===== config.mk =====
export PLATFORM = sky130hd
export DESIGN_NAME = linear_congruence_solver_unit
export DESIGN_NICKNAME = d
export VERILOG_FILES = /design/src/rtl/lcs_pkg.sv /design/src/rtl/lcs_divider.sv /design/src/rtl/lcs_datapath.sv /design/src/rtl/lcs_sequencer.sv /design/src/rtl/linear_congruence_solver_unit.sv
export SDC_FILE = /design/constraint.sdc
export NUM_CORES = 2
export LEC_CHECK = 0
export ABC_AREA = 1
export BUFFER_PORTS_ARGS = -buffer_cell sky130_fd_sc_hd__buf_2
export CORE_MARGIN = 2
export CORE_UTILIZATION = 43
export DETAILED_ROUTE_END_ITERATION = 10
export GPL_ROUTABILITY_DRIVEN = 0
export PLACE_DENSITY_LB_ADDON = 0.1
export SLEW_MARGIN = 40
export SYNTH_ARGS = -nofsm -noshare
export SYNTH_HDL_FRONTEND = slang
export SYNTH_HIERARCHICAL = 1
export SYNTH_SLANG_ARGS = --single-unit
export TNS_END_PERCENT = 30

===== constraint.sdc =====
create_clock -name clock -period 5.67 [get_ports clock]
set_clock_uncertainty 0.1 [all_clocks]
set_input_delay 1.4175 -clock clock [delete_from_list [all_inputs] [get_ports clock]]
set_output_delay 1.4175 -clock clock [all_outputs]
set_load 0.03 [all_outputs]

===== src/rtl/lcs_pkg.sv =====
// ----------------------------------------------------------------------------
// lcs_pkg
// Shared types, codes and the microcode program of the linear congruence
// solver.
// ----------------------------------------------------------------------------
package lcs_pkg;

   localparam int MOD_RESET = 961;
   localparam int STEP_W    = 5;

   typedef enum logic [1:0] {
      STATUS_UNIQUE = 2'd0,
      STATUS_NONE   = 2'd1,
      STATUS_MULTI  = 2'd2,
      STATUS_RANGE  = 2'd3
   } status_type;

   // datapath operations, one per control word
   typedef enum logic [3:0] {
      OP_NOP,
      OP_DIV_EUCLID,   // start r0 / r1
      OP_MUL_QT,       // prod = q * t1
      OP_UPDATE,       // shift remainder and coefficient pairs
      OP_DIV_STEP,     // start m / g
      OP_SAVE_STEP,    // step = quotient, start b / g
      OP_SAVE_BQ,      // b / g and its remainder flag
      OP_FIX_T,        // tr = t0, moved up by step when negative
      OP_WRAP_T,       // tr = tr - step when tr >= step
      OP_MUL_TB,       // prod = tr * (b / g)
      OP_DIV_SOL,      // start prod / step (long)
      OP_FIN_OK,
      OP_FIN_NOSOL,
      OP_FIN_ERR
   } op_type;

   typedef enum logic [2:0] {
      CND_NEVER,
      CND_ALWAYS,
      CND_RANGE,
      CND_R1_ZERO,
      CND_DIV_BUSY,
      CND_REM_NZ
   } cond_type;

   typedef struct packed {
      op_type            op;
      cond_type          cond;
      logic [STEP_W-1:0] target;
      logic              done;
   } ctrl_word_type;

   typedef struct packed {
      logic range_err;
      logic r1_zero;
      logic div_busy;
      logic rem_nz;
      logic out_blocked;
   } flags_type;

   // program labels
   localparam logic [STEP_W-1:0] S_CHECK = 5'd0;
   localparam logic [STEP_W-1:0] S_LOOP  = 5'd1;
   localparam logic [STEP_W-1:0] S_DIVQ  = 5'd2;
   localparam logic [STEP_W-1:0] S_WAITQ = 5'd3;
   localparam logic [STEP_W-1:0] S_MULQ  = 5'd4;
   localparam logic [STEP_W-1:0] S_UPD   = 5'd5;
   localparam logic [STEP_W-1:0] S_EXIT  = 5'd6;
   localparam logic [STEP_W-1:0] S_WAITS = 5'd7;
   localparam logic [STEP_W-1:0] S_DIVB  = 5'd8;
   localparam logic [STEP_W-1:0] S_WAITB = 5'd9;
   localparam logic [STEP_W-1:0] S_SAVEB = 5'd10;
   localparam logic [STEP_W-1:0] S_FIXT  = 5'd11;
   localparam logic [STEP_W-1:0] S_WRAPT = 5'd12;
   localparam logic [STEP_W-1:0] S_MULT  = 5'd13;
   localparam logic [STEP_W-1:0] S_DIVS  = 5'd14;
   localparam logic [STEP_W-1:0] S_WAITD = 5'd15;
   localparam logic [STEP_W-1:0] S_OK    = 5'd16;
   localparam logic [STEP_W-1:0] S_NOSOL = 5'd17;
   localparam logic [STEP_W-1:0] S_ERR   = 5'd18;

   function automatic ctrl_word_type ucode_rom(input logic [STEP_W-1:0] addr);
      ctrl_word_type cw;
      cw = '{op: OP_NOP, cond: CND_NEVER, target: S_CHECK, done: 1'b0};
      case (addr)
         S_CHECK: cw = '{OP_NOP,        CND_RANGE,    S_ERR,   1'b0};
         S_LOOP:  cw = '{OP_NOP,        CND_R1_ZERO,  S_EXIT,  1'b0};
         S_DIVQ:  cw = '{OP_DIV_EUCLID, CND_NEVER,    S_CHECK, 1'b0};
         S_WAITQ: cw = '{OP_NOP,        CND_DIV_BUSY, S_WAITQ, 1'b0};
         S_MULQ:  cw = '{OP_MUL_QT,     CND_NEVER,    S_CHECK, 1'b0};
         S_UPD:   cw = '{OP_UPDATE,     CND_ALWAYS,   S_LOOP,  1'b0};
         S_EXIT:  cw = '{OP_DIV_STEP,   CND_NEVER,    S_CHECK, 1'b0};
         S_WAITS: cw = '{OP_NOP,        CND_DIV_BUSY, S_WAITS, 1'b0};
         S_DIVB:  cw = '{OP_SAVE_STEP,  CND_NEVER,    S_CHECK, 1'b0};
         S_WAITB: cw = '{OP_NOP,        CND_DIV_BUSY, S_WAITB, 1'b0};
         S_SAVEB: cw = '{OP_SAVE_BQ,    CND_NEVER,    S_CHECK, 1'b0};
         S_FIXT:  cw = '{OP_FIX_T,      CND_REM_NZ,   S_NOSOL, 1'b0};
         S_WRAPT: cw = '{OP_WRAP_T,     CND_NEVER,    S_CHECK, 1'b0};
         S_MULT:  cw = '{OP_MUL_TB,     CND_NEVER,    S_CHECK, 1'b0};
         S_DIVS:  cw = '{OP_DIV_SOL,    CND_NEVER,    S_CHECK, 1'b0};
         S_WAITD: cw = '{OP_NOP,        CND_DIV_BUSY, S_WAITD, 1'b0};
         S_OK:    cw = '{OP_FIN_OK,     CND_NEVER,    S_CHECK, 1'b1};
         S_NOSOL: cw = '{OP_FIN_NOSOL,  CND_NEVER,    S_CHECK, 1'b1};
         S_ERR:   cw = '{OP_FIN_ERR,    CND_NEVER,    S_CHECK, 1'b1};
         default: cw = '{OP_FIN_ERR,    CND_NEVER,    S_CHECK, 1'b1};
      endcase
      return cw;
   endfunction

endpackage


===== src/rtl/lcs_divider.sv =====
// ----------------------------------------------------------------------------
// lcs_divider
// Restoring divider, one quotient bit per cycle. Short mode divides a
// WIDTH-bit dividend, long mode a 2*WIDTH-bit one.
// ----------------------------------------------------------------------------
module lcs_divider #(
   parameter int WIDTH = 16
) (
   input  logic               clock,
   input  logic               reset,
   input  logic               start,
   input  logic               long_mode,
   input  logic [2*WIDTH-1:0] dividend,
   input  logic [WIDTH-1:0]   divisor,
   output logic               busy,
   output logic [2*WIDTH-1:0] quotient,
   output logic [WIDTH-1:0]   remainder
);

   localparam int CNT_W = $clog2(2*WIDTH+1);

   logic [CNT_W-1:0]   cnt_ff, cnt_in;
   logic [2*WIDTH-1:0] dvd_ff, dvd_in;
   logic [WIDTH-1:0]   dvs_ff, dvs_in;
   logic [WIDTH-1:0]   rem_ff, rem_in;
   logic [WIDTH:0]     trial;
   logic [WIDTH:0]     diff;
   logic               fits;

   always_comb begin
      trial  = {rem_ff, dvd_ff[2*WIDTH-1]};
      diff   = trial - {1'b0, dvs_ff};
      fits   = trial >= {1'b0, dvs_ff};
      cnt_in = cnt_ff;
      dvd_in = dvd_ff;
      dvs_in = dvs_ff;
      rem_in = rem_ff;
      if (start) begin
         dvs_in = divisor;
         rem_in = '0;
         if (long_mode) begin
            dvd_in = dividend;
            cnt_in = CNT_W'(2*WIDTH);
         end else begin
            // quotient bits land in the low half as the dividend shifts out
            dvd_in = {dividend[WIDTH-1:0], {WIDTH{1'b0}}};
            cnt_in = CNT_W'(WIDTH);
         end
      end else if (cnt_ff != '0) begin
         cnt_in = cnt_ff - CNT_W'(1);
         dvd_in = {dvd_ff[2*WIDTH-2:0], fits};
         rem_in = fits ? diff[WIDTH-1:0] : trial[WIDTH-1:0];
      end
   end

   always_ff @(posedge clock) begin
      if (reset) begin
         cnt_ff <= '0;
      end else begin
         cnt_ff <= cnt_in;
      end
   end

   always_ff @(posedge clock) begin
      dvd_ff <= dvd_in;
      dvs_ff <= dvs_in;
      rem_ff <= rem_in;
   end

   assign busy      = cnt_ff != '0;
   assign quotient  = dvd_ff;
   assign remainder = rem_ff;

endmodule


===== src/rtl/lcs_datapath.sv =====
// ----------------------------------------------------------------------------
// lcs_datapath
// Euclid registers, coefficient update, multiplier, shared divider and the
// result register, driven one op per cycle by the sequencer when not stalled.
// ----------------------------------------------------------------------------
module lcs_datapath #(
   parameter int WIDTH = 16
) (
   input  logic                 clock,
   input  logic                 reset,
   input  logic                 load,
   input  logic [WIDTH-1:0]     coef_a,
   input  logic [WIDTH-1:0]     rhs_b,
   input  logic [WIDTH-1:0]     modulus,
   input  lcs_pkg::op_type      op,
   input  logic                 rsp_tready,
   output lcs_pkg::flags_type   flags,
   output logic                 rsp_valid,
   output logic [WIDTH-1:0]     solution,
   output logic [WIDTH-1:0]     solution_step,
   output logic [WIDTH-1:0]     gcd_value,
   output lcs_pkg::status_type  status
);

   logic [WIDTH-1:0]          m_ff, m_in;
   logic [WIDTH-1:0]          b_ff, b_in;
   logic [WIDTH-1:0]          r0_ff, r0_in;
   logic [WIDTH-1:0]          r1_ff, r1_in;
   logic signed [WIDTH:0]     t0_ff, t0_in;
   logic signed [WIDTH:0]     t1_ff, t1_in;
   logic signed [2*WIDTH:0]   prod_ff, prod_in;
   logic [WIDTH-1:0]          step_ff, step_in;
   logic [WIDTH-1:0]          bq_ff, bq_in;
   logic                      rem_nz_ff, rem_nz_in;
   logic [WIDTH-1:0]          tr_ff, tr_in;
   logic                      out_valid_ff, out_valid_in;
   logic [WIDTH-1:0]          sol_ff, sol_in;
   logic [WIDTH-1:0]          ostep_ff, ostep_in;
   logic [WIDTH-1:0]          gcd_ff, gcd_in;
   lcs_pkg::status_type       status_ff, status_in;

   logic                      div_start;
   logic                      div_long;
   logic [2*WIDTH-1:0]        div_dividend;
   logic [WIDTH-1:0]          div_divisor;
   logic                      div_busy;
   logic [2*WIDTH-1:0]        div_quot;
   logic [WIDTH-1:0]          div_rem;
   logic signed [WIDTH:0]     t_wrapped;

   lcs_divider #(.WIDTH(WIDTH)) u_div (
      .clock     (clock),
      .reset     (reset),
      .start     (div_start),
      .long_mode (div_long),
      .dividend  (div_dividend),
      .divisor   (div_divisor),
      .busy      (div_busy),
      .quotient  (div_quot),
      .remainder (div_rem)
   );

   always_comb begin
      m_in         = m_ff;
      b_in         = b_ff;
      r0_in        = r0_ff;
      r1_in        = r1_ff;
      t0_in        = t0_ff;
      t1_in        = t1_ff;
      prod_in      = prod_ff;
      step_in      = step_ff;
      bq_in        = bq_ff;
      rem_nz_in    = rem_nz_ff;
      tr_in        = tr_ff;
      sol_in       = sol_ff;
      ostep_in     = ostep_ff;
      gcd_in       = gcd_ff;
      status_in    = status_ff;
      out_valid_in = out_valid_ff && !rsp_tready;
      div_start    = 1'b0;
      div_long     = 1'b0;
      div_dividend = (2*WIDTH)'(r0_ff);
      div_divisor  = r1_ff;
      t_wrapped    = t0_ff + $signed({1'b0, step_ff});

      if (load) begin
         m_in  = modulus;
         b_in  = rhs_b;
         r0_in = modulus;
         r1_in = coef_a;
         t0_in = '0;
         t1_in = (WIDTH+1)'(1);
      end

      case (op)
         lcs_pkg::OP_NOP: begin
         end
         lcs_pkg::OP_DIV_EUCLID: begin
            div_start = 1'b1;
         end
         lcs_pkg::OP_MUL_QT: begin
            prod_in = (2*WIDTH+1)'($signed({1'b0, div_quot[WIDTH-1:0]}) * t1_ff);
         end
         lcs_pkg::OP_UPDATE: begin
            r0_in = r1_ff;
            r1_in = div_rem;
            t0_in = t1_ff;
            t1_in = t0_ff - $signed(prod_ff[WIDTH:0]);
         end
         lcs_pkg::OP_DIV_STEP: begin
            div_start    = 1'b1;
            div_dividend = (2*WIDTH)'(m_ff);
            div_divisor  = r0_ff;
         end
         lcs_pkg::OP_SAVE_STEP: begin
            step_in      = div_quot[WIDTH-1:0];
            div_start    = 1'b1;
            div_dividend = (2*WIDTH)'(b_ff);
            div_divisor  = r0_ff;
         end
         lcs_pkg::OP_SAVE_BQ: begin
            bq_in     = div_quot[WIDTH-1:0];
            rem_nz_in = div_rem != '0;
         end
         lcs_pkg::OP_FIX_T: begin
            tr_in = t0_ff[WIDTH] ? t_wrapped[WIDTH-1:0] : t0_ff[WIDTH-1:0];
         end
         lcs_pkg::OP_WRAP_T: begin
            if (tr_ff >= step_ff) begin
               tr_in = tr_ff - step_ff;
            end
         end
         lcs_pkg::OP_MUL_TB: begin
            prod_in = $signed({1'b0, (2*WIDTH)'(tr_ff) * (2*WIDTH)'(bq_ff)});
         end
         lcs_pkg::OP_DIV_SOL: begin
            div_start    = 1'b1;
            div_long     = 1'b1;
            div_dividend = prod_ff[2*WIDTH-1:0];
            div_divisor  = step_ff;
         end
         lcs_pkg::OP_FIN_OK: begin
            out_valid_in = 1'b1;
            sol_in       = div_rem;
            ostep_in     = step_ff;
            gcd_in       = r0_ff;
            status_in    = (r0_ff == WIDTH'(1)) ? lcs_pkg::STATUS_UNIQUE
                                                : lcs_pkg::STATUS_MULTI;
         end
         lcs_pkg::OP_FIN_NOSOL: begin
            out_valid_in = 1'b1;
            sol_in       = '0;
            ostep_in     = step_ff;
            gcd_in       = r0_ff;
            status_in    = lcs_pkg::STATUS_NONE;
         end
         lcs_pkg::OP_FIN_ERR: begin
            out_valid_in = 1'b1;
            sol_in       = '0;
            ostep_in     = '0;
            gcd_in       = '0;
            status_in    = lcs_pkg::STATUS_RANGE;
         end
         default: begin
         end
      endcase
   end

   always_ff @(posedge clock) begin
      if (reset) begin
         out_valid_ff <= 1'b0;
      end else begin
         out_valid_ff <= out_valid_in;
      end
   end

   always_ff @(posedge clock) begin
      m_ff      <= m_in;
      b_ff      <= b_in;
      r0_ff     <= r0_in;
      r1_ff     <= r1_in;
      t0_ff     <= t0_in;
      t1_ff     <= t1_in;
      prod_ff   <= prod_in;
      step_ff   <= step_in;
      bq_ff     <= bq_in;
      rem_nz_ff <= rem_nz_in;
      tr_ff     <= tr_in;
      sol_ff    <= sol_in;
      ostep_ff  <= ostep_in;
      gcd_ff    <= gcd_in;
      status_ff <= status_in;
   end

   always_comb begin
      flags.range_err   = (m_ff < WIDTH'(2)) || (r1_ff >= m_ff) || (b_ff >= m_ff);
      flags.r1_zero     = r1_ff == '0;
      flags.div_busy    = div_busy;
      flags.rem_nz      = rem_nz_ff;
      flags.out_blocked = out_valid_ff && !rsp_tready;
   end

   assign rsp_valid     = out_valid_ff;
   assign solution      = sol_ff;
   assign solution_step = ostep_ff;
   assign gcd_value     = gcd_ff;
   assign status        = status_ff;

   a_no_div_restart: assert property (@(posedge clock) disable iff (reset)
      (op == lcs_pkg::OP_DIV_EUCLID || op == lcs_pkg::OP_DIV_STEP ||
       op == lcs_pkg::OP_SAVE_STEP || op == lcs_pkg::OP_DIV_SOL) |-> !div_busy)
      else $error("divider started while busy");

   a_no_result_overwrite: assert property (@(posedge clock) disable iff (reset)
      (op == lcs_pkg::OP_FIN_OK || op == lcs_pkg::OP_FIN_NOSOL ||
       op == lcs_pkg::OP_FIN_ERR) |-> !(out_valid_ff && !rsp_tready))
      else $error("result written over a pending transfer");

endmodule


===== src/rtl/lcs_sequencer.sv =====
// ----------------------------------------------------------------------------
// lcs_sequencer
// Step counter over the microcode table with conditional jumps. Holds on a
// finishing step while the result register is still occupied.
// ----------------------------------------------------------------------------
module lcs_sequencer (
   input  logic                clock,
   input  logic                reset,
   input  logic                start,
   input  lcs_pkg::flags_type  flags,
   output logic                busy,
   output lcs_pkg::op_type     op
);

   logic [lcs_pkg::STEP_W-1:0] pc_ff, pc_in;
   logic                       busy_ff, busy_in;
   lcs_pkg::ctrl_word_type     cw;
   logic                       take;
   logic                       stall;

   always_comb begin
      cw = lcs_pkg::ucode_rom(pc_ff);
      case (cw.cond)
         lcs_pkg::CND_NEVER:    take = 1'b0;
         lcs_pkg::CND_ALWAYS:   take = 1'b1;
         lcs_pkg::CND_RANGE:    take = flags.range_err;
         lcs_pkg::CND_R1_ZERO:  take = flags.r1_zero;
         lcs_pkg::CND_DIV_BUSY: take = flags.div_busy;
         lcs_pkg::CND_REM_NZ:   take = flags.rem_nz;
         default:               take = 1'b0;
      endcase
      stall   = busy_ff && cw.done && flags.out_blocked;
      busy_in = busy_ff;
      pc_in   = pc_ff;
      op      = lcs_pkg::OP_NOP;
      if (!busy_ff) begin
         if (start) begin
            busy_in = 1'b1;
            pc_in   = lcs_pkg::S_CHECK;
         end
      end else if (!stall) begin
         op = cw.op;
         if (cw.done) begin
            busy_in = 1'b0;
         end
         pc_in = take ? cw.target : pc_ff + lcs_pkg::STEP_W'(1);
      end
   end

   always_ff @(posedge clock) begin
      if (reset) begin
         busy_ff <= 1'b0;
         pc_ff   <= lcs_pkg::S_CHECK;
      end else begin
         busy_ff <= busy_in;
         pc_ff   <= pc_in;
      end
   end

   assign busy = busy_ff;

   a_stall_holds: assert property (@(posedge clock) disable iff (reset)
      stall |=> busy_ff && $stable(pc_ff))
      else $error("sequencer moved while result register full");

endmodule


===== src/rtl/linear_congruence_solver_unit.sv =====
// ----------------------------------------------------------------------------
// linear_congruence_solver_unit
// Solves a*x = b (mod m) by the extended Euclidean algorithm, m from a
// configuration register.
// ----------------------------------------------------------------------------
// One item is worked at a time; req_tready is high while the sequencer is
// idle. Every Euclid round waits on the bit-serial divider, and there are
// up to about 23 rounds for 16-bit operands; an item without a solution
// ends sooner, and an operand out of range ends straight after the range
// check. The sequencer then goes idle, where the next transfer is taken.
// The result sits in an output register, so the next item is taken while
// it waits. Status: 0 unique, 1 no solution, 2 several solutions (first
// given), 3 operand out of range. The modulus resets to 961 and should
// only be written while no item is in flight.
module linear_congruence_solver_unit #(
   parameter int WIDTH = 16
) (
   input  logic                              clock,
   input  logic                              reset,
   input  logic                              req_tvalid,
   output logic                              req_tready,
   // coef_a, rhs_b
   input  logic [((2*WIDTH + 7) / 8)*8-1:0]  req_tdata,
   output logic                              rsp_tvalid,
   input  logic                              rsp_tready,
   // solution, solution_step, gcd_value
   output logic [((3*WIDTH + 7) / 8)*8-1:0]  rsp_tdata,
   // status
   output logic [1:0]                        rsp_tuser,
   input  logic                              csr_valid,
   output logic                              csr_ready,
   input  logic [WIDTH-1:0]                  csr_data
);

   localparam int REQ_W = ((2*WIDTH + 7) / 8) * 8;
   localparam int RSP_W = ((3*WIDTH + 7) / 8) * 8;

   logic [WIDTH-1:0]     modulus_ff, modulus_in;
   logic                 req_xfer;
   logic                 seq_busy;
   lcs_pkg::op_type      op;
   lcs_pkg::flags_type   flags;
   logic [WIDTH-1:0]     solution;
   logic [WIDTH-1:0]     solution_step;
   logic [WIDTH-1:0]     gcd_value;
   lcs_pkg::status_type  status;

   assign csr_ready  = 1'b1;
   assign modulus_in = (csr_valid && csr_ready) ? csr_data : modulus_ff;

   always_ff @(posedge clock) begin
      if (reset) begin
         modulus_ff <= WIDTH'(lcs_pkg::MOD_RESET);
      end else begin
         modulus_ff <= modulus_in;
      end
   end

   assign req_tready = !seq_busy;
   assign req_xfer   = req_tvalid && req_tready;

   lcs_sequencer u_seq (
      .clock (clock),
      .reset (reset),
      .start (req_xfer),
      .flags (flags),
      .busy  (seq_busy),
      .op    (op)
   );

   lcs_datapath #(.WIDTH(WIDTH)) u_dp (
      .clock         (clock),
      .reset         (reset),
      .load          (req_xfer),
      .coef_a        (req_tdata[WIDTH-1:0]),
      .rhs_b         (req_tdata[2*WIDTH-1:WIDTH]),
      .modulus       (modulus_ff),
      .op            (op),
      .rsp_tready    (rsp_tready),
      .flags         (flags),
      .rsp_valid     (rsp_tvalid),
      .solution      (solution),
      .solution_step (solution_step),
      .gcd_value     (gcd_value),
      .status        (status)
   );

   assign rsp_tdata = RSP_W'({gcd_value, solution_step, solution});
   assign rsp_tuser = status;

   a_busy_after_accept: assert property (@(posedge clock) disable iff (reset)
      req_xfer |=> !req_tready)
      else $error("input taken while an item is in progress");

endmodule


## Word level (Yosys, flattened, before mapping)

Memories as Yosys holds them, arrays and structs flattened. A register that Yosys moved wholly into a read port is not among the register bits.
Index checks and enable logic that the tools add are counted.

- Bits in registers: 322
- Bits in read-only memories: 416
- Output and inout bits: 53
- Logic and storage cells: 126
- Memories: 1

Memories:

| memory | depth | bits a word | rd ports | clocked after memory_dff | wr ports | line | source |
|---|---|---|---|---|---|---|---|
| (name not given) | 32 | 13 | 1 | 1 | 0 | lcs_pkg.sv:84 | `case (addr)` |

- Add/subtract/negate cells: 6
- Multiply operators: 2
- Magnitude comparators: 5
- Equal/unequal tests: 21
- Mux-type cells: 42
- Reduce and logical (&&, ||, !) cells: 26

Operator list:

| kind | count |
|---|---|
| 16-bit one-hot mux with 2 select lines | 5 |
| 16-bit two-way mux | 7 |
| 32-bit two-way mux | 3 |
| 32-bit one-hot mux with 3 select lines | 1 |
| 17-bit two-way mux | 4 |
| 32-bit one-hot mux with 2 select lines | 1 |
| 16-bit greater-or-equal comparator | 3 |
| 16-bit by 16-bit multiplier with 32-bit output | 1 |
| 17-bit by 17-bit multiplier with 32-bit output | 1 |
| 16-bit subtractor | 2 |
| 5-bit two-way mux | 6 |
| 4-bit == test, second input constant | 6 |
| 6-bit two-way mux | 3 |
| 17-bit by 16-bit greater-or-equal comparator with 1-bit output | 1 |
| 17-bit subtractor | 1 |
| 16-bit adder | 1 |
| 16-bit by 1-bit == test with 1-bit output, second input constant | 1 |
| 4-bit by 3-bit == test with 1-bit output, second input constant | 4 |
| 16-bit zero test | 1 |
| 16-bit by 2-bit less-than comparator with 1-bit output, second input constant | 1 |
| 16-bit nonzero test | 1 |
| 2-bit nonzero test | 7 |
| 4-bit by 2-bit == test with 1-bit output, second input constant | 2 |
| 4-bit two-way mux | 2 |
| 21 further kinds | 37 |

## Longest topological paths before layout

- Word-level depth: 9
- Gate-level depth with buffers: 28
- Depth with buffers taken out: 26

## By module

The synthesis kept the hierarchy.

By module, submodules not included:

| module | times used | cells each | area an instance (µm²) | sequential area each (µm²) |
|---|---|---|---|---|
| lcs_datapath | 1 | 4217 | 32484.9 | 6896.6 |
| lcs_divider | 1 | 525 | 4121.5 | 1881.8 |
| lcs_sequencer | 1 | 157 | 1054.8 | 380.4 |
| linear_congruence_solver_unit | 1 | 97 | 668.1 | 320.3 |

## Worst setup path before layout

Ideal clock, no wire load.

- Path kind: reg-to-reg
- Start point: register u_dp.u_div.dvd_ff[7] (netlist: u_dp/u_div/quotient[7])
- End point: register u_dp.prod_ff[29] (data pin)
- Library setup time: 0.253 ns
- Arrival time: 5.212 ns
- Setup slack: 0.105 ns
- Stages on the path, launching flop included: 26
- Buffers on the path: 2
- Path through: edfxtp_1 -> clkbuf_1 -> clkbuf_1 -> nand2_1 -> fa_1 -> inv_1 -> fa_1 -> inv_1 -> fa_1 -> inv_1 -> fa_1 -> fa_1 -> inv_1 -> fa_1 -> inv_1 -> ha_1 -> nand2_1 -> nor2_2 -> inv_2 -> nor2_4 -> and2_2 -> nand2_1 -> nand3_1 -> nand2_1 -> nand3_1 -> nand2_1

- Cells in the longest elaborated chain, start to end: 2

Ends and longest elaborated chain:

| item | line | source |
|---|---|---|
| start, declared | lcs_divider.sv:23 | `logic [2*WIDTH-1:0] dvd_ff, dvd_in;` |
| start signal, assigned | lcs_divider.sv:65 | `dvd_ff <= dvd_in;` |
| 17-bit by 17-bit multiplier with 32-bit output | lcs_datapath.sv:102 | `prod_in = (2*WIDTH+1)'($signed({1'b0, div_quot[WIDTH-1:0]}) * t1_ff);` |
| 32-bit one-hot mux with 2 select lines | lcs_datapath.sv:95 | `case (op)` |
| via u_dp.prod_in[29] | lcs_datapath.sv:31 | `logic signed [2*WIDTH:0] prod_ff, prod_in;` |
| end signal, assigned | lcs_datapath.sv:184 | `prod_ff <= prod_in;` |
| end, declared | lcs_datapath.sv:31 |  |

The timed path passes the listed nets, and every way through them passes these cells.
A chain may end at the register's enable or synchronous reset.

## Final worst setup path

- Start point: register u_dp.tr_ff[5]
- End point: register u_dp.prod_ff[28] (data pin)

- Cells in the longest elaborated chain, start to end: 2

Ends and longest elaborated chain:

| item | line | source |
|---|---|---|
| start, declared | lcs_datapath.sv:35 | `logic [WIDTH-1:0] tr_ff, tr_in;` |
| start signal, assigned | lcs_datapath.sv:188 | `tr_ff <= tr_in;` |
| 16-bit by 16-bit multiplier with 32-bit output | lcs_datapath.sv:134 | `prod_in = $signed({1'b0, (2*WIDTH)'(tr_ff) * (2*WIDTH)'(bq_ff)});` |
| 32-bit one-hot mux with 2 select lines | lcs_datapath.sv:95 |  |
| via u_dp.prod_in[28] | lcs_datapath.sv:31 |  |

The timed path passes the listed nets, and every way through them passes these cells.

==> results.txt <==
Outcome: completed
Initial Util: 0.434
Period utilization: 0.998
CTS tree: yes
Vias in the first global route: 31500
Final Non-Filler Cells: 6447
Initial antenna violation count: 0
GRT Util Overall: 0.263
CP Max Fanout: 5
Number of flops mapped to enable cells by yosys: 277
DRC errors left: 0
Grt total ovfl: 0
Yosys warning total: 6
Most frequent cells in the layout: nand2_1, inv_1, fa_1
Port Buffers: 104
Critical Path Max Stage Delay: 0.56 ns
#FFs+latches synth: 335
Total core area: 88400 sq um
Io pins: 106
Chip Height: 303 microns
Clock root buffer: clkbuf_16
Type of origin of the critical path: flip-flop
Antenna diode count: 0
Relative slew slack: 0.467
Clock Path Buffers: 3
Synthesized instance count: 4996
Die area: 91500 sq um
Req. time, crit path: 5.89 ns
Post-route cell area: 44400 sq um
Std-Cell Rows: 109
Drt pass-1 iters: 6
FF-to-FF path depth: 23
Synth unique cells: 59
Final Hold Viols: 0
Hold-fix buffers, CTS: 0
Ys async rst share: 0
CP Cell Sequence: buf_4, buf_4, nand2_1, inv_1, fa_1, inv_1, fa_1, fa_1, fa_1, inv_1, fa_1, inv_1, fa_1, inv_1, ha_4, nand2_4, inv_1, a21oi_2, nand3_2, nand2_2, nand4_1, nand3_2, nand2_1
Routed Antenna Nets: 0
Reg2reg end: u_dp/prod_ff[28]$_DFFE_PP_
First-pass GRT wire length: 184000 microns
Final Util: 0.502
Layout area overhead: 15.8%
Worst min path class: flip-flop to flip-flop
Die X: 303 microns
Hold EP: u_dp/m_ff[14]$_DFFE_PP_
Syn Area/Cell: 7.67 sq um
Slowest stage cell, crit path: fa_1
Worst slew pin tran: 0.799 ns
Mapped Nets: 5776
Worst-Skew Late Latency: 0.58 ns
Crit path time final: 5.66 ns
Routed wire per std cell: 18.4 microns
Largest delay share family, worst path: adder cells
Largest net degree at the start of global routing: 45
Worst R2R Setup Slack: 0.009 ns
Placed Area: 41700 sq um
Vias: 32300
Critical Path AT: 5.88 ns
Share of cells above drive strength 1: 0.141
Hold Path Depth: 0
Post-Route WL: 119000 microns
Placed Cells: 6330
Post-synthesis sequential area ratio: 0.247
Sum Neg Setup Slack: 0 ns
Crit path capture type: flip-flop
Fin nets: 6029
Worst-path clk slew: 0.06 ns
Num CTS Buffers: 41
Maxcap violations: 0
Setup-failing EPs final: 0
Unrepaired setup endpoints after global routing: yes
Worst Path Buf+Inv: 8
FMAX: 177 MHz
Ys flop type: edfxtp_1
# clock sinks: 335
DP HPWL: 98000 microns
Commonest non-fill, non-tap cell in the layout: nand2_1
Iter 0 DRT Violations: 2520
Critical path class: flip-flop to flip-flop
Worst hold start: modulus_ff[14]$_SDFFE_PP0P_
Htree depth: 2
Critical R2R Launch: u_dp/tr_ff[5]$_DFFE_PP_
Final count of pins violating max slew: 0
Drt via density: 5.01
Mapped Area: 38300 sq um
-- logic make-up (layout without fill, tap and decap cells) --
family / after synthesis / after routing / share of synthesized area
AO/OA/AOI/OAI: 369 / 369 / 0.0565
adder cells (fa/ha/maj): 727 / 727 / 0.317
flip-flops: 335 / 335 / 0.247
other: 1 / 1 / 0.0000978
AND/OR/NAND/NOR: 2074 / 2074 / 0.225
XOR/XNOR: 35 / 35 / 0.00800
buffers and inverters: 1455 / 1741 / 0.146
-- worst register-to-register path, stage by stage, from the launching register on --
cell and delay [ns]:
edfxtp_1 0.48, buf_4 0.18, buf_4 0.14, nand2_1 0.05, inv_1 0.05, fa_1 0.49, inv_1 0.05, fa_1 0.48
fa_1 0.42, fa_1 0.51, inv_1 0.06, fa_1 0.56, inv_1 0.06, fa_1 0.50, inv_1 0.08, ha_4 0.27
nand2_4 0.12, inv_1 0.08, a21oi_2 0.22, nand3_2 0.14, nand2_2 0.10, nand4_1 0.11, nand3_2 0.11, nand2_1 0.05
-- worst max-delay path by stage --
stage | start | end | slack [ns] | cells past startpoint
floorplan | u_dp/u_div/quotient[7]$_DFFE_PP_ | u_dp/prod_ff[29]$_DFFE_PP_ | 0.10 | 25
finish | u_dp/tr_ff[5]$_DFFE_PP_ | u_dp/prod_ff[28]$_DFFE_PP_ | 0.009 | 23
global placement | u_dp/bq_ff[7]$_DFFE_PN_ | u_dp/prod_ff[19]$_DFFE_PP_ | -0.72 | 21
CTS | u_dp/tr_ff[10]$_DFFE_PP_ | u_dp/prod_ff[28]$_DFFE_PP_ | -0.02 | 20
global route | u_dp/tr_ff[5]$_DFFE_PP_ | u_dp/prod_ff[28]$_DFFE_PP_ | -0.18 | 23
detailed placement | u_dp/bq_ff[7]$_DFFE_PN_ | u_dp/prod_ff[19]$_DFFE_PP_ | -0.74 | 21
-- final cells by class --
class                      instances  area [sq um]
timing repair buffer             398          3160
multi-input combinational       3206         24200
clock buffer                      52          1080
clock inverter                    24           225
fill                            8845         44000
sequential                       335          9480
tap                             1165          1460
inverter                        1267          4760
-- per-layer routing --
metal | up-vias | GRT usage | routed length [microns] | part of all wire
met1 | 15600 | 0.378 | 53300 | 0.45
met4 | 0 | 0.0760 | 3680 | 0.031
met2 | 944 | 0.425 | 54500 | 0.46
met3 | 127 | 0.0244 | 7260 | 0.061
met5 | - | 0 | 0 | 0
li1 | 15600 | - | - | -
-- repair_timing --
item | CTS | global route
pin swaps | 4 | 88
setup endpoints to repair | 20 | 22
resized for setup | 46 | 196
buffers inserted | 15 | 27
-- stage by stage --
stage	hold slack [ns]	setup WS (ns)
after floorplan	0.329	0.105
after global placement	0.342	-0.720
after detailed placement	0.347	-0.736
after CTS	0.368	-0.0185
after global routing	0.380	-0.185
final	0.363	0.00855
-- synthesized netlist by cell type, types with 5 or more instances --
cell type,n,share of area
a21o_1,6,0.0012
a21oi_1,151,0.020
a21oi_2,5,0.0011
buf_2,24,0.0031
buf_4,10,0.0020
buf_6,7,0.0021
clkbuf_1,145,0.014
dfxtp_1,58,0.030
edfxtp_1,277,0.22
fa_1,407,0.21
ha_1,320,0.10
inv_1,1248,0.12
inv_2,16,0.0016
nand2_1,1412,0.14
nand2_2,20,0.0033
nand3_1,218,0.028
nand3_2,8,0.0021
nand3b_1,22,0.0043
nand4_1,38,0.0062
nor2_1,267,0.026
nor2_2,21,0.0034
nor2_4,6,0.0018
nor3_1,24,0.0031
nor4_1,11,0.0018
o2111ai_1,15,0.0034
o211ai_1,22,0.0043
o21a_1,8,0.0016
o21ai_0,111,0.014
o21ai_1,7,0.00091
o21bai_1,12,0.0024
o221ai_1,14,0.0032
or2_2,11,0.0018
xnor2_1,10,0.0023
xor2_1,25,0.0057
-- registers in the layout (all words and copies together), names as in the netlist, 17 cells and up --
register             flops
u_dp/prod_ff            32
u_dp/u_div/quotient     32
u_dp/t0_ff              17
u_dp/t1_ff              17
Power is left out: the tool's default activity adds up to more than one toggle a clock period on the data nets, which glitch-free logic cannot reach.
